===== src/hw/rtl/lfct_pkg.sv =====
`default_nettype none

package lfct_pkg;

    // target store geometry
    localparam int NUM_TARGETS = 8;
    localparam int TGT_IDX_W   = 3;
    localparam int MASK_W      = 8;

    // field widths
    localparam int STREAK_W = 8;
    localparam int CD_W     = 16;
    localparam int CFG_W    = 16;
    localparam int CFG_IDX_W = 3;

    localparam logic [STREAK_W-1:0] STREAK_MAX = 8'd255;

    // request codes
    localparam logic [1:0] REQ_COMPLETION = 2'd0;
    localparam logic [1:0] REQ_TICK       = 2'd1;
    localparam logic [1:0] REQ_QUERY      = 2'd2;

    // result codes
    localparam logic [1:0] RES_NONE    = 2'd0;
    localparam logic [1:0] RES_SUCCESS = 2'd1;
    localparam logic [1:0] RES_TIMEOUT = 2'd2;
    localparam logic [1:0] RES_EOF     = 2'd3;

    // configuration register indexes
    localparam logic [CFG_IDX_W-1:0] CFG_TIMEOUT_THR = 3'd0;
    localparam logic [CFG_IDX_W-1:0] CFG_EOF_THR     = 3'd1;
    localparam logic [CFG_IDX_W-1:0] CFG_TIMEOUT_LEN = 3'd2;
    localparam logic [CFG_IDX_W-1:0] CFG_EOF_LEN     = 3'd3;
    localparam logic [CFG_IDX_W-1:0] CFG_TGT_MASK    = 3'd4;

    typedef struct packed {
        logic [1:0]           req_type;
        logic [TGT_IDX_W-1:0] target_idx;
        logic                 entry_valid;
        logic                 result_present;
        logic [1:0]           result_code;
        logic                 periodic;
        logic                 is_data_request;
    } t_item_in;

    typedef struct packed {
        logic                 target_ok;
        logic                 cooldown_active;
        logic [STREAK_W-1:0]  streak_now;
        logic [CD_W-1:0]      cooldown_left;
        logic                 seen_result;
        logic [1:0]           recent_result;
        logic                 cooldown_started;
        logic [MASK_W-1:0]    cooldown_ended_mask;
    } t_item_out;

    typedef struct packed {
        logic [STREAK_W-1:0] timeout_thr;
        logic [STREAK_W-1:0] eof_thr;
        logic [CD_W-1:0]     timeout_len;
        logic [CD_W-1:0]     eof_len;
        logic [MASK_W-1:0]   tgt_mask;
    } t_cfg;

endpackage

`default_nettype wire


===== src/hw/rtl/link_failure_cooldown_tracker_unit.sv =====
`default_nettype none
// an item taken in the input register gives its result strobe from the result register
// throughput: one item per cycle, busy never rises; the state update is one registered pass
// results are shown for one cycle only, the receiver cannot stall
// reset (synchronous, active low) clears all target stores and loads register defaults
// no clearing pass is needed after reset

module link_failure_cooldown_tracker_unit
    import lfct_pkg::*;
(
    input  wire logic                 i_clk,
    input  wire logic                 i_rst_n,
    input  wire logic                 start,
    output logic                      busy,
    input  wire t_item_in             i_item,
    output logic                      o_res_valid,
    output t_item_out                 o_res,
    input  wire logic                 i_cfg_we,
    input  wire logic [CFG_IDX_W-1:0] i_cfg_idx,
    input  wire logic [CFG_W-1:0]     i_cfg_data
);

    t_cfg cfg;

    logic          r_item_vld;
    t_item_in      r_item;
    logic          r_res_valid;
    t_item_out     r_res;

    logic [STREAK_W-1:0] r_streak [NUM_TARGETS];
    logic [CD_W-1:0]     r_cd     [NUM_TARGETS];
    logic                r_seen   [NUM_TARGETS];
    logic [1:0]          r_last   [NUM_TARGETS];

    logic [STREAK_W-1:0] n_streak [NUM_TARGETS];
    logic [CD_W-1:0]     n_cd     [NUM_TARGETS];
    logic                n_seen   [NUM_TARGETS];
    logic [1:0]          n_last   [NUM_TARGETS];
    t_item_out           n_res;

    logic                tracked;
    logic                go;
    logic                is_success;
    logic                is_fail;
    logic                is_eof;
    logic [STREAK_W-1:0] thr;
    logic [CD_W-1:0]     len;
    logic [STREAK_W-1:0] sel_streak;
    logic [CD_W-1:0]     sel_cd;
    logic                sel_seen;
    logic [1:0]          sel_last;
    logic                started;
    logic [MASK_W-1:0]   ended;

    lfct_cfg_regs u_cfg (
        .i_clk      (i_clk),
        .i_rst_n    (i_rst_n),
        .i_cfg_we   (i_cfg_we),
        .i_cfg_idx  (i_cfg_idx),
        .i_cfg_data (i_cfg_data),
        .o_cfg      (cfg)
    );

    assign busy = 1'b0;

    // input register
    always_ff @(posedge i_clk) begin
        if (!i_rst_n) begin
            r_item_vld <= 1'b0;
        end else begin
            r_item_vld <= start && !busy;
        end
        r_item <= i_item;
    end

    // decode of the registered item
    always_comb begin
        tracked = 1'b0;
        for (int i = 0; i < NUM_TARGETS; i++) begin
            if (i < MASK_W && r_item.target_idx == TGT_IDX_W'(i)) begin
                tracked = cfg.tgt_mask[i];
            end
        end
        go         = r_item_vld && r_item.req_type == REQ_COMPLETION
                     && r_item.entry_valid && r_item.result_present && tracked;
        is_success = go && r_item.result_code == RES_SUCCESS;
        is_fail    = go && !is_success && r_item.periodic && r_item.is_data_request;
        is_eof     = r_item.result_code == RES_EOF;
        thr        = is_eof ? cfg.eof_thr : cfg.timeout_thr;
        len        = is_eof ? cfg.eof_len : cfg.timeout_len;
    end

    // per-target next state, all entries in parallel
    always_comb begin
        started = 1'b0;
        ended   = '0;
        for (int i = 0; i < NUM_TARGETS; i++) begin
            n_streak[i] = r_streak[i];
            n_cd[i]     = r_cd[i];
            n_seen[i]   = r_seen[i];
            n_last[i]   = r_last[i];
            if (r_item.target_idx == TGT_IDX_W'(i) && i < (1 << TGT_IDX_W)) begin
                if (is_success) begin
                    n_seen[i]   = 1'b1;
                    n_last[i]   = RES_SUCCESS;
                    n_streak[i] = '0;
                    n_cd[i]     = '0;
                end else if (is_fail) begin
                    n_seen[i] = 1'b1;
                    n_last[i] = r_item.result_code;
                    if (r_streak[i] != STREAK_MAX) begin
                        n_streak[i] = r_streak[i] + STREAK_W'(1);
                    end
                    if (n_streak[i] >= thr && r_cd[i] == '0) begin
                        n_cd[i] = len;
                        started = len != '0;
                    end
                end
            end
            // tick counts down running cooldowns
            if (r_item_vld && r_item.req_type == REQ_TICK && r_cd[i] != '0) begin
                n_cd[i] = r_cd[i] - CD_W'(1);
                if (r_cd[i] == CD_W'(1)) begin
                    n_streak[i] = '0;
                    if (i < MASK_W) begin
                        ended[i] = 1'b1;
                    end
                end
            end
        end
    end

    // status of the addressed target after the update, or the ended mask for a tick
    always_comb begin
        sel_streak = '0;
        sel_cd     = '0;
        sel_seen   = 1'b0;
        sel_last   = RES_NONE;
        for (int i = 0; i < NUM_TARGETS; i++) begin
            if (r_item.target_idx == TGT_IDX_W'(i) && i < (1 << TGT_IDX_W)) begin
                sel_streak = n_streak[i];
                sel_cd     = n_cd[i];
                sel_seen   = n_seen[i];
                sel_last   = n_last[i];
            end
        end
        n_res = '0;
        case (r_item.req_type) inside
            REQ_COMPLETION, REQ_QUERY: begin
                if (tracked) begin
                    n_res.target_ok       = 1'b1;
                    n_res.cooldown_active = sel_cd != '0;
                    n_res.streak_now      = sel_streak;
                    n_res.cooldown_left   = sel_cd;
                    n_res.seen_result     = sel_seen;
                    n_res.recent_result   = sel_last;
                end
                n_res.cooldown_started = started;
            end
            REQ_TICK: n_res.cooldown_ended_mask = ended;
            default: begin
            end
        endcase
    end

    // target stores and result register
    always_ff @(posedge i_clk) begin
        if (!i_rst_n) begin
            r_res_valid <= 1'b0;
            for (int i = 0; i < NUM_TARGETS; i++) begin
                r_streak[i] <= '0;
                r_cd[i]     <= '0;
                r_seen[i]   <= 1'b0;
                r_last[i]   <= RES_NONE;
            end
        end else begin
            r_res_valid <= r_item_vld;
            for (int i = 0; i < NUM_TARGETS; i++) begin
                r_streak[i] <= n_streak[i];
                r_cd[i]     <= n_cd[i];
                r_seen[i]   <= n_seen[i];
                r_last[i]   <= n_last[i];
            end
        end
        r_res <= n_res;
    end

    assign o_res_valid = r_res_valid;
    assign o_res       = r_res;

endmodule

`default_nettype wire


===== src/hw/rtl/lfct_cfg_regs.sv =====
`default_nettype none

module lfct_cfg_regs
    import lfct_pkg::*;
(
    input  wire logic                 i_clk,
    input  wire logic                 i_rst_n,
    input  wire logic                 i_cfg_we,
    input  wire logic [CFG_IDX_W-1:0] i_cfg_idx,
    input  wire logic [CFG_W-1:0]     i_cfg_data,
    output t_cfg                      o_cfg
);

    t_cfg r_cfg;

    // register writes, out-of-range indexes are dropped
    always_ff @(posedge i_clk) begin
        if (!i_rst_n) begin
            r_cfg.timeout_thr <= STREAK_W'(3);
            r_cfg.eof_thr     <= STREAK_W'(3);
            r_cfg.timeout_len <= CD_W'(100);
            r_cfg.eof_len     <= CD_W'(100);
            r_cfg.tgt_mask    <= MASK_W'(31);
        end else if (i_cfg_we) begin
            unique case (i_cfg_idx)
                CFG_TIMEOUT_THR: r_cfg.timeout_thr <= i_cfg_data[STREAK_W-1:0];
                CFG_EOF_THR:     r_cfg.eof_thr     <= i_cfg_data[STREAK_W-1:0];
                CFG_TIMEOUT_LEN: r_cfg.timeout_len <= i_cfg_data[CD_W-1:0];
                CFG_EOF_LEN:     r_cfg.eof_len     <= i_cfg_data[CD_W-1:0];
                CFG_TGT_MASK:    r_cfg.tgt_mask    <= i_cfg_data[MASK_W-1:0];
                default: begin
                end
            endcase
        end
    end

    assign o_cfg = r_cfg;

endmodule

`default_nettype wire

===== config.mk =====
export PLATFORM = sky130hd
export DESIGN_NAME = link_failure_cooldown_tracker_unit
export DESIGN_NICKNAME = d
export VERILOG_FILES = /design/src/hw/rtl/lfct_pkg.sv /design/src/hw/rtl/link_failure_cooldown_tracker_unit.sv /design/src/hw/rtl/lfct_cfg_regs.sv
export SDC_FILE = /design/constraint.sdc
export NUM_CORES = 1
export LEC_CHECK = 0
export ABC_AREA = 1
export BUFFER_PORTS_ARGS = -buffer_cell sky130_fd_sc_hd__buf_2
export CAP_MARGIN = 20
export CORE_ASPECT_RATIO = 1.25
export CORE_MARGIN = 1
export CORE_UTILIZATION = 35
export CTS_BUF_LIST = sky130_fd_sc_hd__clkbuf_16
export CTS_CLUSTER_SIZE = 10
export DETAILED_ROUTE_END_ITERATION = 8
export RECOVER_POWER = 25
export SLEW_MARGIN = 20
export SYNTH_ARGS = -nofsm -noshare
export SYNTH_HDL_FRONTEND = slang
export SYNTH_SLANG_ARGS = --single-unit

===== constraint.sdc =====
create_clock -name i_clk -period 4.8 [get_ports i_clk]
set_input_delay 0.96 -clock i_clk [delete_from_list [all_inputs] [get_ports i_clk]]
set_output_delay 0.96 -clock i_clk [all_outputs]
set_load 0.02 [all_outputs]

==> flow_summary.html <==
<table>
<tr><th>Metric</th><th>Value</th></tr>
<tr><th colspan="2">Status</th></tr>
<tr><td>Result of the run</td><td>finished, violations left</td></tr>
<tr><td>Failing checks</td><td>capacitance limit, slew limit</td></tr>
<tr><th colspan="2">Timing</th></tr>
<tr><td>Unrepaired setup endpoints after global routing</td><td>no</td></tr>
<tr><td>Achievable frequency</td><td>228.1 MHz</td></tr>
<tr><td>Worst-margin pin slew</td><td>2356 ps</td></tr>
<tr><td>Number of max-slew violations in the final report</td><td>60</td></tr>
<tr><td>Time the worst path needs with I/O delays and setup</td><td>~4400 ps</td></tr>
<tr><td>Crit share post-route</td><td>0.9131</td></tr>
<tr><td>Clock skew after layout</td><td>26.92 ps</td></tr>
<tr><td>Final hold viol count</td><td>0</td></tr>
<tr><td>Minimum setup slack in the final design</td><td>416.9 ps</td></tr>
<tr><td>Final number of setup-violating endpoints</td><td>0</td></tr>
<tr><td>Relative slew slack</td><td>-0.5707</td></tr>
<tr><td>Summed negative setup slack over all endpoints</td><td>0 ps</td></tr>
<tr><th colspan="2">Floorplan</th></tr>
<tr><td>Core box area</td><td>0.06104 mm²</td></tr>
<tr><td>Floorplan die area</td><td>0.06315 mm²</td></tr>
<tr><td>Effective utilization at floorplan</td><td>0.3564</td></tr>
<tr><td>Die Y</td><td>280.7 µm</td></tr>
<tr><td>Site row count</td><td>101</td></tr>
<tr><td>Die width</td><td>225.0 µm</td></tr>
<tr><td>I/O pin count</td><td>74</td></tr>
<tr><th colspan="2">Route</th></tr>
<tr><td>Final wirelength</td><td>80070 µm</td></tr>
<tr><td>Initial drt markers</td><td>between 2000 and 3000</td></tr>
<tr><td>Via density per instance</td><td>5.459</td></tr>
<tr><td>TritonRoute pass-1 iters</td><td>6</td></tr>
<tr><td>Number of antenna-violating nets in the routed design</td><td>0</td></tr>
<tr><td># DRC</td><td>0</td></tr>
<tr><td>WL per Instance</td><td>18.31 µm</td></tr>
<tr><td>Count of vias placed by the detailed router</td><td>23870</td></tr>
<tr><th colspan="2">Clock network</th></tr>
<tr><td>Post-cts hold buffer count</td><td>0</td></tr>
<tr><td>Buffer type at the clock tree root</td><td>sky130_fd_sc_hd__clkbuf_16</td></tr>
<tr><td>Clock tree from TritonCTS</td><td>built</td></tr>
<tr><td>Count of clock tree sinks</td><td>323</td></tr>
<tr><td>Count of H-tree levels built during CTS</td><td>2</td></tr>
<tr><td>Maximum count of clock buffers along a single path</td><td>3</td></tr>
<tr><td>Total CTS buffers</td><td>42</td></tr>
<tr><td>Clk pin slew, worst setup/hold paths</td><td>60 ps</td></tr>
<tr><td>Worst-Skew Late Latency</td><td>just under 600 ps</td></tr>
<tr><th colspan="2">Logic synthesis</th></tr>
<tr><td>Ys async rst share</td><td>0</td></tr>
<tr><td>Synthesized Nets</td><td>3600</td></tr>
<tr><td>Post-synthesis instance area</td><td>0.02175 mm²</td></tr>
<tr><td>Mapped Avg Cell Area</td><td>~6.3 µm²</td></tr>
<tr><td>Total of flip-flops plus latches after synthesis</td><td>323</td></tr>
<tr><td>Sequential-to-total area share from yosys stat</td><td>0.2973</td></tr>
<tr><td>Yosys Warn Count</td><td>0</td></tr>
<tr><td>Predominant post-synthesis flop cell</td><td>sky130_fd_sc_hd__dfxtp_1</td></tr>
<tr><td>Number of distinct library cells after synthesis</td><td>53</td></tr>
<tr><td>EDFF count, synth</td><td>0</td></tr>
<tr><td>Cell count after synthesis</td><td>~3500</td></tr>
<tr><th colspan="2">GRT</th></tr>
<tr><td>Largest net degree at the start of global routing</td><td>115</td></tr>
<tr><td>Via count of the first global-routing pass</td><td>22030</td></tr>
<tr><td>Number of antenna violations at the first check in global routing</td><td>0</td></tr>
<tr><td>Total gr overflow</td><td>0</td></tr>
<tr><td>Aggregate global-route resource usage</td><td>0.2496</td></tr>
<tr><td>First-pass GRT wire length</td><td>123600 µm</td></tr>
<tr><th colspan="2">Critical path</th></tr>
<tr><td>Source of the critical timing path</td><td>r_streak[0][24]$_SDFF_PN0_</td></tr>
<tr><td>Delay-heaviest family, CP</td><td>simple AND/OR/NAND/NOR gates</td></tr>
<tr><td>Cell with the most instances on the worst path</td><td>sky130_fd_sc_hd__nor2_1</td></tr>
<tr><td>WS Path Type</td><td>flip-flop to flip-flop</td></tr>
<tr><td>R2r endpoint</td><td>o_res[36]$_SDFF_PN0_</td></tr>
<tr><td>Endpoint kind of the worst setup timing path</td><td>flip-flop</td></tr>
<tr><td>R2r setup slk</td><td>420 ps</td></tr>
<tr><td>Critical-path maximum fanout</td><td>28</td></tr>
<tr><td>Critical Path Source Type</td><td>flip-flop</td></tr>
<tr><td>Critical path buffer and inverter count</td><td>3</td></tr>
<tr><td>Depth of the worst register-to-register path</td><td>26</td></tr>
<tr><td>Worst Setup EP</td><td>o_res[36]$_SDFF_PN0_</td></tr>
<tr><td>Cell with the largest stage delay on the worst path</td><td>sky130_fd_sc_hd__dfxtp_1</td></tr>
<tr><td>Critical path's largest stage delay</td><td>390 ps</td></tr>
<tr><td>Data arrival time of the critical path</td><td>4850 ps</td></tr>
<tr><td>Origin of the critical flop-to-flop path</td><td>r_streak[0][24]$_SDFF_PN0_</td></tr>
<tr><td>Data required time at the worst endpoint</td><td>5270 ps</td></tr>
<tr><td>Depth of the critical timing path with buffers and inverters included</td><td>26</td></tr>
<tr><th colspan="2">Finish</th></tr>
<tr><td>Combined flip-flop and latch cell area</td><td>0.006466 mm²</td></tr>
<tr><td>Nets@finish</td><td>3646</td></tr>
<tr><td>Area growth, synth to finish</td><td>12.39%</td></tr>
<tr><td>Antenna diodes</td><td>0</td></tr>
<tr><td>Final design area excluding fillers</td><td>0.02445 mm²</td></tr>
<tr><td>Area of combinational cells with multiple inputs</td><td>approximately 0.013 mm²</td></tr>
<tr><td>Proportion of layout cells with a drive suffix above 1</td><td>0.06144</td></tr>
<tr><td>Fillers</td><td>6703</td></tr>
<tr><th colspan="2">Worst hold path</th></tr>
<tr><td>Class of the most critical hold timing path</td><td>flip-flop to flip-flop</td></tr>
<tr><th colspan="2">Placement</th></tr>
<tr><td>Placed inst area</td><td>0.02321 mm²</td></tr>
<tr><td>Buffers on Ports</td><td>a little over 70</td></tr>
<tr><td>Final weighted congestion of routability-driven global placement</td><td>approximately 0.98</td></tr>
<tr><td>Dpl hpwl</td><td>58510 µm</td></tr>
<tr><td>Post-placement worst setup slack</td><td>334.6 ps</td></tr>
<tr><th colspan="2">Power and ir drop</th></tr>
<tr><td>Leakage power</td><td>10.76 nW</td></tr>
<tr><td>Power Density</td><td>291.6 mW/mm²</td></tr>
<tr><td>IR Drop Worst-Case VDD</td><td>224.0 µV</td></tr>
<tr><th colspan="2">Flow run</th></tr>
<tr><td>Count of max-cap constraint violations</td><td>1</td></tr>
</table>
[state kept, by name, summed over array words and instances, names as in the netlist]
register     count
r_cd           128
r_streak        64
u_cfg.o_cfg     56
o_res           38
r_last          16
r_item          11
r_seen           8
o_res_valid      1
r_item_vld       1
[placed cells by master (no fill, tap or decap), types with 7 or more instances in the layout]
master,instances
sky130_fd_sc_hd__o2111ai_1,11
sky130_fd_sc_hd__dfxtp_1,323
sky130_fd_sc_hd__or2_2,7
sky130_fd_sc_hd__clkinv_1,11
sky130_fd_sc_hd__a31oi_1,20
sky130_fd_sc_hd__nand3_1,286
sky130_fd_sc_hd__buf_2,30
sky130_fd_sc_hd__xnor2_1,8
sky130_fd_sc_hd__nor4_1,18
sky130_fd_sc_hd__mux2i_1,7
sky130_fd_sc_hd__nor2_2,9
sky130_fd_sc_hd__a21oi_1,264
sky130_fd_sc_hd__buf_4,92
sky130_fd_sc_hd__o21ai_1,26
sky130_fd_sc_hd__xor2_1,58
sky130_fd_sc_hd__inv_1,355
sky130_fd_sc_hd__nand4_1,78
sky130_fd_sc_hd__clkbuf_1,43
sky130_fd_sc_hd__nor3_1,48
sky130_fd_sc_hd__o211ai_1,78
sky130_fd_sc_hd__o22ai_1,28
sky130_fd_sc_hd__nor2_1,524
sky130_fd_sc_hd__clkbuf_16,45
sky130_fd_sc_hd__o221ai_1,9
sky130_fd_sc_hd__ha_1,88
sky130_fd_sc_hd__nand2_1,699
sky130_fd_sc_hd__o21ai_0,317
[synth_stat cells (7+ instances only)]
library cell / instances / area share
sky130_fd_sc_hd__xor2_1: 58 / 0.023
sky130_fd_sc_hd__o2111ai_1: 11 / 0.0044
sky130_fd_sc_hd__a21oi_1: 264 / 0.061
sky130_fd_sc_hd__inv_1: 346 / 0.060
sky130_fd_sc_hd__xnor2_1: 8 / 0.0032
sky130_fd_sc_hd__o22ai_1: 28 / 0.0081
sky130_fd_sc_hd__o211ai_1: 78 / 0.027
sky130_fd_sc_hd__a31oi_1: 20 / 0.0058
sky130_fd_sc_hd__clkbuf_1: 112 / 0.019
sky130_fd_sc_hd__buf_2: 40 / 0.0092
sky130_fd_sc_hd__dfxtp_1: 323 / 0.30
sky130_fd_sc_hd__or2_2: 7 / 0.0020
sky130_fd_sc_hd__o21ai_0: 317 / 0.073
sky130_fd_sc_hd__o221ai_1: 9 / 0.0036
sky130_fd_sc_hd__mux2i_1: 7 / 0.0032
sky130_fd_sc_hd__nor4_1: 18 / 0.0052
sky130_fd_sc_hd__o21ai_1: 26 / 0.0060
sky130_fd_sc_hd__nor3_1: 52 / 0.012
sky130_fd_sc_hd__nand2_1: 699 / 0.12
sky130_fd_sc_hd__nor2_1: 530 / 0.091
sky130_fd_sc_hd__nand3_1: 286 / 0.066
sky130_fd_sc_hd__nand4_1: 78 / 0.022
sky130_fd_sc_hd__ha_1: 88 / 0.051
[what timing repair did]
| item | CTS | global route |
|---|---|---|
| setup buffers | 0 | 0 |
| endpoints found under the hold margin | 0 | 0 |
| resized for setup | 0 | 7 |
| setup endpoints to repair | 0 | 1 |
[cell type report]
| type | count | share of cell area |
|---|---|---|
| Tap cell | 824 | 0.04217 |
| Sequential cell | 323 | 0.2645 |
| Inverter | 356 | 0.05487 |
| Clock inverter | 23 | 0.005067 |
| Multi-Input combinational cell | 2633 | 0.5439 |
| Clock buffer | 45 | 0.04606 |
| Timing Repair Buffer | 168 | 0.04345 |
[power by group]
| group | leakage, nW | internal [mW] | switching (mW) |
|---|---|---|---|
| Combinational | 7.49 | 0.372 | 0.955 |
| Clock | 0.655 | 1.72 | 1.26 |
| Sequential | 2.62 | 2.76 | 0.0658 |
[metal layers]
metal  part of all wire  vias up  wire length, µm  track usage
li1                   -    11750                -            -
met1               0.42    11020            33750       0.3141
met2               0.47      916            37570       0.4224
met3              0.066      188             5287      0.03001
met4              0.043        0             3462       0.1158
met5                  0        -                0            0
[stage by stage]
stage / instances / total power, mW / utilization / hold WS, ps
after floorplan: 3478 / 3.728 / - / 407.1
after global placement: 4304 / 4.175 / 0.3803 / 430.9
after detailed placement: 4304 / 4.172 / 0.3803 / 439.0
after CTS: 4372 / 7.154 / 0.4008 / 452.6
after global routing: 4372 / 7.426 / 0.4005 / 466.9
final: 4372 / 7.129 / 0.4005 / 450.7
[cells by family (layout without fill, tap and decap cells)]
kind of cell | Yosys count | count (layout) | synth area share
compound gates | 774 | 774 | 0.1966
xor+xnor | 66 | 66 | 0.02658
fa+ha+maj | 88 | 88 | 0.05062
buf+inv | 522 | 592 | 0.09486
flops | 323 | 323 | 0.2973
mux | 8 | 8 | 0.003739
other cells | 1 | 1 | 0.0001724
simple gates | 1696 | 1696 | 0.3302
[how the worst min path moves through the flow]
stage                     slack (ps)  cells after the start                         start                            to
final                            450                      2  u_cfg.o_cfg[13]$_SDFFE_PN1P_  u_cfg.o_cfg[13]$_SDFFE_PN1P_
after global routing             470                      1                     i_item[1]             r_item[1]$_DFF_P_
after CTS                        450                      2  u_cfg.o_cfg[10]$_SDFFE_PN1P_  u_cfg.o_cfg[10]$_SDFFE_PN1P_
after detailed placement         440                      2  u_cfg.o_cfg[10]$_SDFFE_PN1P_  u_cfg.o_cfg[10]$_SDFFE_PN1P_
after global placement           430                      2       r_seen[0][3]$_SDFF_PN0_       r_seen[0][3]$_SDFF_PN0_
after floorplan                  410                      2         r_item_vld$_SDFF_PN0_        o_res_valid$_SDFF_PN0_
[worst reg2reg max path, stage by stage (launching register included)]
cell and delay, ps:
sky130_fd_sc_hd__dfxtp_1 390, sky130_fd_sc_hd__ha_1 200, sky130_fd_sc_hd__nand2_1 120, sky130_fd_sc_hd__nor2_1 170, sky130_fd_sc_hd__nand4_1 140, sky130_fd_sc_hd__nor2_1 190
sky130_fd_sc_hd__inv_1 100, sky130_fd_sc_hd__o21ai_0 280, sky130_fd_sc_hd__ha_1 300, sky130_fd_sc_hd__a21oi_1 130, sky130_fd_sc_hd__o21ai_0 90, sky130_fd_sc_hd__nand2_1 70
sky130_fd_sc_hd__o2111ai_1 160, sky130_fd_sc_hd__nand3_1 130, sky130_fd_sc_hd__buf_4 290, sky130_fd_sc_hd__buf_4 220, sky130_fd_sc_hd__a21oi_1 60, sky130_fd_sc_hd__nand2_1 140
sky130_fd_sc_hd__a21oi_1 80, sky130_fd_sc_hd__nor2_1 280, sky130_fd_sc_hd__nand4_1 180, sky130_fd_sc_hd__nor2_1 200, sky130_fd_sc_hd__nand2_1 80, sky130_fd_sc_hd__nor2_1 110
sky130_fd_sc_hd__nand2_1 60, sky130_fd_sc_hd__nor2_1 80, sky130_fd_sc_hd__nor2_1 40
(Power assumes the default switching activity.)
